$ cat config.mk
export PLATFORM = sky130hd
export DESIGN_NAME = irrigation_zone_valve_timer_unit
export DESIGN_NICKNAME = d
export VERILOG_FILES = /design/src/izvt_pkg.sv /design/src/izvt_core.sv /design/src/irrigation_zone_valve_timer_unit.sv
export SDC_FILE = /design/constraint.sdc
export NUM_CORES = 1
export LEC_CHECK = 0
export BUFFER_PORTS_ARGS = -buffer_cell sky130_fd_sc_hd__buf_2
export CORE_ASPECT_RATIO = 1.5
export CORE_MARGIN = 2
export CORE_UTILIZATION = 35
export CTS_BUF_LIST = sky130_fd_sc_hd__clkbuf_8
export CTS_CLUSTER_DIAMETER = 30
export DETAILED_ROUTE_END_ITERATION = 8
export GPL_TIMING_DRIVEN = 0
export PLACE_DENSITY_LB_ADDON = 0.08
export SLEW_MARGIN = 10
export SYNTH_ARGS = -nofsm -noshare
export SYNTH_HDL_FRONTEND = slang
export SYNTH_HIERARCHICAL = 1
export SYNTH_SLANG_ARGS = --single-unit
$ cat constraint.sdc
create_clock -name clk_i -period 4.79 [get_ports clk_i]
set_clock_uncertainty 0.05 [all_clocks]
set_input_delay 0.2395 -clock clk_i [delete_from_list [all_inputs] [get_ports clk_i]]
set_output_delay 0.2395 -clock clk_i [all_outputs]
set_load 0.05 [all_outputs]
$ cat src/izvt_pkg.sv
package izvt_pkg;

  localparam int unsigned ZONES  = 4;
  localparam int unsigned ZIDX_W = (ZONES > 1) ? $clog2(ZONES) : 1;

  localparam int unsigned CFG_IDX_W  = 1;
  localparam int unsigned CFG_DATA_W = 8;

  localparam logic [CFG_IDX_W-1:0] CFG_PRESSURE_ZONE = 1'b0;
  localparam logic [CFG_IDX_W-1:0] CFG_RELEASE_TIME  = 1'b1;

  localparam logic [2:0] PRESSURE_ZONE_RST = 3'd0;
  localparam logic [7:0] RELEASE_TIME_RST  = 8'd20;

  localparam logic STATUS_OK        = 1'b0;
  localparam logic STATUS_NOT_FOUND = 1'b1;

  typedef enum logic [1:0] {
    KIND_TICK   = 2'd0,
    KIND_ON     = 2'd1,
    KIND_OFF    = 2'd2,
    KIND_STATUS = 2'd3
  } kind_e;

  typedef struct packed {
    logic [1:0]  kind;
    logic [2:0]  zone;
    logic [15:0] seconds;
    logic [7:0]  elapsed;
  } in_word_t;

  typedef struct packed {
    logic        status_code;
    logic [2:0]  zone_index;
    logic [15:0] seconds_left;
    logic [7:0]  forced_off_mask;
    logic [7:0]  valve_mask;
    logic        master_open;
    logic        last;
  } out_word_t;

  typedef struct packed {
    logic              apply;
    logic [ZIDX_W-1:0] stat_idx;
  } core_ctrl_t;

endpackage

$ cat src/izvt_core.sv
module izvt_core (
  input  logic                                clk_i,
  input  logic                                rst_ni,
  input  logic                                cfg_we_i,
  input  logic [izvt_pkg::CFG_IDX_W-1:0]      cfg_idx_i,
  input  logic [izvt_pkg::CFG_DATA_W-1:0]     cfg_data_i,
  input  izvt_pkg::core_ctrl_t                ctrl_i,
  input  izvt_pkg::in_word_t                  word_i,
  output izvt_pkg::out_word_t                 res_o
);

  logic [15:0]                   time_q [izvt_pkg::ZONES];
  logic [15:0]                   time_d [izvt_pkg::ZONES];
  logic [izvt_pkg::ZONES-1:0]    valve_q, valve_d;
  logic                          master_q, master_d;
  logic signed [8:0]             rc_q, rc_d;
  logic [2:0]                    pz_q;
  logic [7:0]                    rt_q;

  // tick path
  logic signed [9:0]             rc_sub;
  logic signed [8:0]             rc_tick;
  logic [15:0]                   tick_time [izvt_pkg::ZONES];
  logic [izvt_pkg::ZONES-1:0]    tick_valve;
  logic                          tick_master;
  logic signed [8:0]             tick_rc;
  logic                          any_run;

  logic                          zone_ok;
  logic [izvt_pkg::ZIDX_W-1:0]   zsel;
  logic [7:0]                    forced;

  always_comb begin
    rc_sub  = {rc_q[8], rc_q} - $signed({2'b00, word_i.elapsed});
    rc_tick = (rc_sub < -10'sd1) ? -9'sd1 : rc_sub[8:0];
    any_run = 1'b0;
    for (int i = 0; i < int'(izvt_pkg::ZONES); i++) begin
      tick_time[i] = (time_q[i] > {8'd0, word_i.elapsed}) ?
                     time_q[i] - {8'd0, word_i.elapsed} : 16'd0;
      tick_valve[i] = valve_q[i];
      // pressure zone stays open while the release is running
      if (tick_time[i] == 16'd0 && valve_q[i] && (rc_tick[8] || pz_q != 3'(i))) begin
        tick_valve[i] = 1'b0;
      end
      if (tick_time[i] != 16'd0) begin
        tick_valve[i] = 1'b1;
        any_run       = 1'b1;
      end
    end
    tick_rc     = any_run ? 9'sd0 : rc_tick;
    tick_master = master_q;
    if (any_run) begin
      tick_master = 1'b1;
    end else if (master_q) begin
      tick_master = 1'b0;
      tick_rc     = $signed({1'b0, rt_q});
      for (int i = 0; i < int'(izvt_pkg::ZONES); i++) begin
        if (pz_q == 3'(i)) begin
          tick_valve[i] = 1'b1;
        end
      end
    end
  end

  assign zone_ok = {1'b0, word_i.zone} < 4'(izvt_pkg::ZONES);
  assign zsel    = word_i.zone[izvt_pkg::ZIDX_W-1:0];

  always_comb begin
    forced = 8'd0;
    for (int j = 0; j < int'(izvt_pkg::ZONES); j++) begin
      forced[j] = (3'(j) != word_i.zone) && (time_q[j] != 16'd0);
    end
  end

  // next state
  always_comb begin
    time_d   = time_q;
    valve_d  = valve_q;
    master_d = master_q;
    rc_d     = rc_q;
    case (izvt_pkg::kind_e'(word_i.kind))
      izvt_pkg::KIND_TICK: begin
        time_d   = tick_time;
        valve_d  = tick_valve;
        master_d = tick_master;
        rc_d     = tick_rc;
      end
      izvt_pkg::KIND_ON: begin
        if (zone_ok) begin
          for (int j = 0; j < int'(izvt_pkg::ZONES); j++) begin
            if (forced[j]) begin
              time_d[j] = 16'd0;
            end
          end
          time_d[zsel] = word_i.seconds;
        end
      end
      izvt_pkg::KIND_OFF: begin
        if (zone_ok) begin
          time_d[zsel] = 16'd0;
        end
      end
      default: ;
    endcase
  end

  // result word
  always_comb begin
    res_o                 = '0;
    res_o.status_code     = izvt_pkg::STATUS_OK;
    res_o.valve_mask      = 8'(valve_q);
    res_o.master_open     = master_q;
    res_o.last            = 1'b1;
    case (izvt_pkg::kind_e'(word_i.kind))
      izvt_pkg::KIND_TICK: begin
        res_o.valve_mask  = 8'(tick_valve);
        res_o.master_open = tick_master;
      end
      izvt_pkg::KIND_STATUS: begin
        res_o.zone_index   = 3'(ctrl_i.stat_idx);
        res_o.seconds_left = time_q[ctrl_i.stat_idx];
        res_o.last         = ctrl_i.stat_idx == izvt_pkg::ZIDX_W'(izvt_pkg::ZONES - 1);
      end
      izvt_pkg::KIND_ON, izvt_pkg::KIND_OFF: begin
        res_o.zone_index = word_i.zone;
        if (!zone_ok) begin
          res_o.status_code = izvt_pkg::STATUS_NOT_FOUND;
        end else if (word_i.kind == izvt_pkg::KIND_ON) begin
          res_o.seconds_left    = word_i.seconds;
          res_o.forced_off_mask = forced;
        end
      end
      default: ;
    endcase
  end

  always_ff @(posedge clk_i or negedge rst_ni) begin
    if (!rst_ni) begin
      for (int i = 0; i < int'(izvt_pkg::ZONES); i++) begin
        time_q[i] <= 16'd0;
      end
      valve_q  <= '0;
      master_q <= 1'b0;
      rc_q     <= -9'sd1;
      pz_q     <= izvt_pkg::PRESSURE_ZONE_RST;
      rt_q     <= izvt_pkg::RELEASE_TIME_RST;
    end else begin
      if (ctrl_i.apply) begin
        time_q   <= time_d;
        valve_q  <= valve_d;
        master_q <= master_d;
        rc_q     <= rc_d;
      end
      if (cfg_we_i) begin
        case (cfg_idx_i)
          izvt_pkg::CFG_PRESSURE_ZONE: pz_q <= cfg_data_i[2:0];
          izvt_pkg::CFG_RELEASE_TIME:  rt_q <= cfg_data_i[7:0];
          default: ;
        endcase
      end
    end
  end

endmodule

$ cat src/irrigation_zone_valve_timer_unit.sv
// Both the input word and its result word are registered.
// Throughput: one word per cycle for tick, on and off unless the output stalls;
// a status query holds the input register until one result per zone is out.
// A stalled output holds the input register; an empty input register still
// takes a word while a result waits. Reset: all zones stopped, valves closed,
// release idle, pressure zone 0, release time 20.
module irrigation_zone_valve_timer_unit (
  input  logic                                clk_i,
  input  logic                                rst_ni,
  input  logic                                cfg_we_i,
  input  logic [izvt_pkg::CFG_IDX_W-1:0]      cfg_idx_i,
  input  logic [izvt_pkg::CFG_DATA_W-1:0]     cfg_data_i,
  input  logic                                in_valid_i,
  output logic                                in_ready_o,
  input  izvt_pkg::in_word_t                  in_word_i,
  output logic                                out_valid_o,
  input  logic                                out_ready_i,
  output izvt_pkg::out_word_t                 out_word_o
);

  izvt_pkg::in_word_t            in_q;
  logic                          in_v_q;
  logic [izvt_pkg::ZIDX_W-1:0]   idx_q;
  izvt_pkg::out_word_t           out_q;
  logic                          out_v_q;

  logic                          advance;
  logic                          item_done;
  izvt_pkg::core_ctrl_t          ctrl;
  izvt_pkg::out_word_t           res;

  assign advance   = in_v_q && (!out_v_q || out_ready_i);
  assign item_done = (in_q.kind != izvt_pkg::KIND_STATUS) ||
                     (idx_q == izvt_pkg::ZIDX_W'(izvt_pkg::ZONES - 1));
  assign in_ready_o = !in_v_q || (advance && item_done);

  assign ctrl.apply    = advance && item_done;
  assign ctrl.stat_idx = idx_q;

  izvt_core u_core (
    .clk_i      (clk_i),
    .rst_ni     (rst_ni),
    .cfg_we_i   (cfg_we_i),
    .cfg_idx_i  (cfg_idx_i),
    .cfg_data_i (cfg_data_i),
    .ctrl_i     (ctrl),
    .word_i     (in_q),
    .res_o      (res)
  );

  always_ff @(posedge clk_i or negedge rst_ni) begin
    if (!rst_ni) begin
      in_v_q  <= 1'b0;
      out_v_q <= 1'b0;
      idx_q   <= '0;
    end else begin
      if (in_ready_o) begin
        in_v_q <= in_valid_i;
      end
      if (advance) begin
        idx_q <= item_done ? '0 : idx_q + 1'b1;
      end
      out_v_q <= advance || (out_v_q && !out_ready_i);
    end
  end

  always_ff @(posedge clk_i) begin
    if (in_valid_i && in_ready_o) begin
      in_q <= in_word_i;
    end
    if (advance) begin
      out_q <= res;
    end
  end

  assign out_valid_o = out_v_q;
  assign out_word_o  = out_q;

endmodule

Yosys cells after proc, flatten, opt, wreduce, memory -nomap -nowiden
Cells that the tools add are included.
{"block": "word_totals", "rom_bits": 0, "register_bits": 160, "ramBits": 0, "latchBits": 0, "memories": 0, "out_inout_bits": 40}
{"block": "classes", "reduce_logical": 52, "n_eq_ne": 16, "n_shift": 0, "div": 0, "n_bitwise": 5, "mux": 54, "n_mul": 0, "order_cmp": 9, "addsub": 6}
{"cell": "16-bit two-way mux", "n": 19}
{"cell": "64-bit case mux with 3 select lines", "n": 1}
{"cell": "64-bit two-way mux", "n": 2}
{"cell": "16-bit nonzero test", "n": 8}
{"cell": "64-bit AND", "n": 1}
{"cell": "64-bit bitwise mux", "n": 1}
{"cell": "16-bit by 8-bit greater-than comparator with 1-bit output", "n": 4}
{"cell": "16-bit zero test", "n": 4}
{"cell": "64-bit NOT", "n": 1}
{"cell": "16-bit by 8-bit subtractor with 16-bit output", "n": 4}
{"cell": "24-bit two-way mux", "n": 2}
{"cell": "19-bit case mux with 2 select lines", "n": 1}
{"cell": "9-bit two-way mux", "n": 4}
{"cell": "16-bit binary-select mux with 2-bit select", "n": 1}
{"cell": "16-bit demux with 2-bit select", "n": 1}
{"cell": "1-bit two-way mux", "n": 18}
{"cell": "1-bit logical AND", "n": 17}
{"cell": "10-bit by 1-bit less-than comparator with 1-bit output (second input constant)", "n": 1}
{"cell": "9-bit by 9-bit subtractor with 10-bit output", "n": 1}
{"cell": "3-bit nonzero test", "n": 3}
{"cell": "1-bit logical OR", "n": 8}
{"cell": "4-bit two-way mux", "n": 2}
{"cell": "2-bit AND reduction", "n": 4}
{"cell": "2-bit equality test (second input constant)", "n": 3}
{"cell": "23 further kinds", "n": 31}

Depth between registers and ports, before layout
{"block": "depth", "ltp_word": 11, "depth_mapped": 13, "ltp_nobuf": 12}

Cells and area by module
The synthesis kept the hierarchy.
{"module": "izvt_core", "cells_per_inst": 1177, "area_each_um2": 9231.4, "n_inst": 1}
{"module": "irrigation_zone_valve_timer_unit", "cells_per_inst": 85, "area_each_um2": 2244.7, "n_inst": 1}

Worst setup path after synthesis
No wires, ideal clock.
{"block": "synth_path", "kind": "register to register", "startpoint": "reg in_q[0] in the netlist's numbering", "endpoint": "reg u_core.rc_q[1]", "path_buffers": 0, "required_ns": 4.635, "slack_ns": 0.919, "setup_ns": 0.105, "t_arrival_ns": 3.715, "stages_incl_launch_ff": 12, "cell_sequence": "edfxtp_1 > ha_1 > fa_1 > nand2b_1 > a211oi_2 > nor3_2 > mux2_1 > or4_1 > or4_4 > a211oi_4 > nand2_4 > o41ai_1"}
{"block": "synth_between", "elab_chain_len": 10, "elab_cells_between_ends": 26}
{"element": "from (decl)", "line": "irrigation_zone_valve_timer_unit.sv:21", "source": "izvt_pkg::in_word_t in_q;"}
{"element": "from (signal assigned)", "line": "irrigation_zone_valve_timer_unit.sv:69", "source": "in_q <= in_word_i;"}
{"element": "16-bit by 8-bit subtractor with 16-bit output or 16-bit by 8-bit greater-than comparator with 1-bit output (tied branches)", "line": "izvt_core.sv:39, izvt_core.sv:38"}
{"element": "16-bit two-way mux", "line": "izvt_core.sv:38", "source": "tick_time[i] = (time_q[i] > {8'd0, word_i.elapsed}) ?"}
{"element": "16-bit nonzero test", "line": "izvt_core.sv:45", "source": "if (tick_time[i] != 16'd0) begin"}
{"element": "1-bit two-way mux (4 in a row)", "line": "izvt_core.sv:45"}
{"element": "9-bit two-way mux", "line": "izvt_core.sv:50", "source": "tick_rc = any_run ? 9'sd0 : rc_tick;"}
{"element": "9-bit two-way mux", "line": "izvt_core.sv:54", "source": "end else if (master_q) begin"}
{"element": "9-bit two-way mux (*)", "line": "izvt_core.sv:52", "source": "if (any_run) begin"}
{"element": "to (signal assigned)", "line": "izvt_core.sv:144", "source": "rc_q <= -9'sd1;"}
{"element": "to (signal assigned)", "line": "izvt_core.sv:152", "source": "rc_q <= rc_d;"}
{"element": "to (decl)", "line": "izvt_core.sv:16", "source": "logic signed [8:0] rc_q, rc_d;"}
Mark *: on every way between the ends. The rest lies on a longest branch, timed or not.
A chain may end at the register's enable or synchronous reset.

Final worst setup path
{"block": "layout_path", "startpoint": "reg in_q[4] in the netlist's numbering", "endpoint": "reg u_core.rc_q[1]"}
Same word-level chain as after synthesis.

==> results.md <==
- Status: completed
- Vias in the first global route: 11,000
- Routed Antenna Nets: 0
- Leakage: 5.16 nW
- Count of cell types in the netlist: 102
- RSZ-0062 raised after global routing: false
- Chip width: 152 um
- Slowest cell on crit path: or4_4
- Final setup fails: 0
- CTS root buf: clkbuf_8
- Placed Cells: 1,768
- Slew Viols, Final: 0
- Hold Slack: 93.2 ps
- Crit path arrival time: 4910 ps
- Seq pwr share: 33.1%
- Site row count: 81
- Non-Filler Instances: 1,843
- Fin. Hold Viols: 0
- Part of the power in the clock network: 14.3%
- M1 WL: 17,800 um
- Top_reg_cell synth: dfrtp_1
- Ys async rst share: 58.1%
- Mean post-synth cell area: 9.09 um^2
- Max_cap viols: 0
- H-tree Lvls: 4
- Initial antenna violation count: 1
- Initial DRC Count: 1,151
- CTS Sinks: 160
- Residual DRC: 0
- Fin crit share: 95.1%
- Total wire length: 49,200 um
- Post-DP HPWL: 37,200 um
- DP Area: 12,500 um^2
- Worst-skew pair later-pin latency: 520 ps
- Synth Cell Area: 11,500 um^2
- Via Count: 11,500
- Layout cell share with drive strength beyond 1: 14.6%
- Top layer in use: met4
- Critical-path maximum fanout: 9
- Final Instance Area: 13,300 um^2
- Relative slew slack: 13.8%
- First-pass GRT wire length: 71,800 um
- PwrDens: 543 nW/um^2
- Core region area: 32,400 um^2
- Combinational power share: 52.6%
- Crit path launch type: flop
- F_max: 0.220 GHz
- Slowest stage delay, CP: 630 ps
- Grt ovf: 0
- Largest net degree at the start of global routing: 73
- CP Capture Type: flop
- Sw Share: 49.7%
- Final GP Congestion: 0.996
- CP delay by family, top: simple AND/OR/NAND/NOR gates
- CP required: 5140 ps
- Worst Path Buf+Inv: 2
- Seq/Total Area, Yosys: 37.9%
- Port bufs: 82
- Gr usage total: 28.4%
- Yosys reg bits: 160
- Bufs on Longest Clock Path: 2
- Avg WL per Cell: 26.7 um
- P_int: 0.00364 W
- Chip height: 226 um
- Worst-Margin Slew: 1280 ps
- Switching pwr: 0.00359 W
- Die area: 34,300 um^2
- I/O pins: 83
- Initial Util: 35.4%
- # fillers: 3,304
- Post-synthesis cell count: 1,262
- Syn-to-layout area delta: 16.0%
- CTS clock-pin slew for the worst setup and hold paths: 110 ps
- WS Path Type: reg2reg
- EDFF count, synth: 67
- WL met2: 24,100 um
- Vias per inst: 6.22
- Post-layout nets: 1,509
- Crit path cell chain: inv_1 > ha_1 > clkbuf_2 > o21ai_1 > a211oi_2 > nor3_4 > mux2_1 > or4_1 > or4_4 > a211oi_4 > nand2_4 > o41ai_1
- Post-route minimum period: 4560 ps
- Syn. warnings: 6
- Peak supply drop: 0.209 mV
- CTS tree: yes
- TritonCTS Buffers: 17
- First-pass iteration count of the detailed router: 6
- Metal3 WL: 3210 um
- Hold Path Class: in2async
[stage by stage]
| stage | setup TNS (ps) | utilization, % | worst slack, ps | total power (W) |
|---|---|---|---|---|
| after detailed placement | -427 | 38.5 | -126 | 0.00607 |
| after CTS | 0 | 40.9 | 102 | 0.00715 |
| after global routing | 0 | 41.0 | 17.3 | 0.00763 |
| final | 0 | 41.0 | 234 | 0.00723 |
| after floorplan | 0 | - | 919 | 0.00480 |
| after global placement | -1520 | 38.3 | -209 | 0.00606 |
[what timing repair did]
item                                    in CTS  in global routing
hold endpoints to repair                   124                  0
pin swaps                                    0                  1
gates resized for setup                      0                  5
buffers inserted                             1                  1
endpoints found under the setup margin      13                 14
hold buffers                                40                  0
[worst register-to-register path, stage by stage (launching register included)]
cell and delay, ps:
edfxtp_1 360, inv_1 440, ha_1 340, clkbuf_2 170, o21ai_1 150, a211oi_2 100
nor3_4 360, mux2_1 350, or4_1 460, or4_4 630, a211oi_4 470, nand2_4 170
o41ai_1 400
[worst paths after layout]
path / from / endpoint / cells after the start / slack [ps]
max: in_q[4] / u_core/rc_q[1] / 12 / 230
min: rst_ni / u_core/time_q[41] / 2 / 90
max reg2reg: in_q[4] / u_core/rc_q[1] / 12 / 230
min reg2reg: u_core/rc_q[6] / u_core/rc_q[6] / 2 / 430
max in group asynchronous: rst_ni / u_core/time_q[56] / 3 / 3900
min in group clk_i: cfg_idx_i / u_core/pz_q[0] / 3 / 100
[power by group through the flow]
| stage | sequential (W) | combinational (W) | clock [W] |
|---|---|---|---|
| 2_1_floorplan | 0.00219 | 0.00261 | 0 |
| 3_3_place_gp | 0.00240 | 0.00366 | 0 |
| 3_5_place_dp | 0.00240 | 0.00368 | 0 |
| 4_1_cts | 0.00236 | 0.00372 | 0.00106 |
| 5_1_grt | 0.00239 | 0.00414 | 0.00110 |
| 6_report | 0.00239 | 0.00380 | 0.00103 |
[sequential cells by signal (all words and copies together), names as in the netlist]
name             flops
u_core/pz_q          3
idx_q                2
in_q                29
u_core/rt_q          8
in_v_q               1
u_core/rc_q          9
u_core/valve_q       4
u_core/master_q      1
out_word_o          38
u_core/time_q       64
out_valid_o          1
[layout make-up]
class	count	area [um^2]	share of cell area (%)
Antenna cell	1	2.50	0.0188
Buffer	86	364	2.74
Clock buffer	18	248	1.86
Clock inverter	14	131	0.987
Inverter	44	173	1.30
Multi-Input combinational cell	979	6640	49.9
Sequential cell	160	4350	32.7
Tap cell	415	519	3.90
Timing Repair Buffer	126	880	6.61
[cells by family (layout without fill, tap and decap cells)]
kind of cell	Yosys count	after routing	share of synthesized area, %
XOR/XNOR	27	27	2.06
AND/OR/NAND/NOR	444	444	19.5
adder cells (fa/ha/maj)	52	52	6.00
buffers and inverters	130	288	4.61
other	1	9	0.0327
multiplexers	34	34	4.93
flip-flops	160	160	37.9
AO/OA/AOI/OAI	414	414	25.0
[layout by cell type (no fill, tap or decap), types with 14 or more instances in the layout]
cell             n
a21oi_1         79
a22o_1          15
a22oi_1         34
a31oi_1         20
a32oi_1         17
buf_2           86
clkbuf_1        65
clkbuf_8        18
dfrtp_1         82
dlygate4sd3_1   40
edfxtp_1        67
ha_1            47
inv_1           41
mux4_2          15
nand2_1         89
nand2b_1        18
nand3_1         25
nor2_1         135
nor2b_1         14
nor3_1          49
nor4_1          20
o21ai_0         92
xnor2_1         16
[synthesized netlist by cell type, drive strengths merged (12+ instances only)]
library cell | instances | share of area (%)
nand4 | 13 | 0.71
ha | 47 | 5.1
xnor2 | 16 | 1.2
and2 | 13 | 0.74
nor3 | 50 | 2.2
clkbuf | 66 | 2.2
o21a | 12 | 0.79
nor4 | 20 | 1.1
edfxtp | 67 | 18
a31oi | 21 | 1.1
mux4 | 16 | 3.2
nand3 | 25 | 1.1
o31ai | 13 | 0.85
a22oi | 34 | 2.2
dfrtp | 82 | 18
nand2 | 91 | 3.1
inv | 43 | 1.4
nor2 | 135 | 4.4
mux2 | 14 | 1.4
a221oi | 13 | 0.99
nand2b | 19 | 1.1
nor2b | 14 | 0.76
a22o | 15 | 1.1
a211oi | 14 | 1.1
buf | 20 | 1.0
o21ai | 96 | 4.2
a21oi | 79 | 3.4
a32oi | 17 | 1.3
[metal layers]
metal / vias to the layer above / global-route usage, %
li1: 5113 / -
met4: 0 / 21.6
met2: 626 / 49.6
met3: 201 / 4.39
met1: 5531 / 31.1
met5: - / 0
Note: power is estimated with default switching activity, not from simulation.
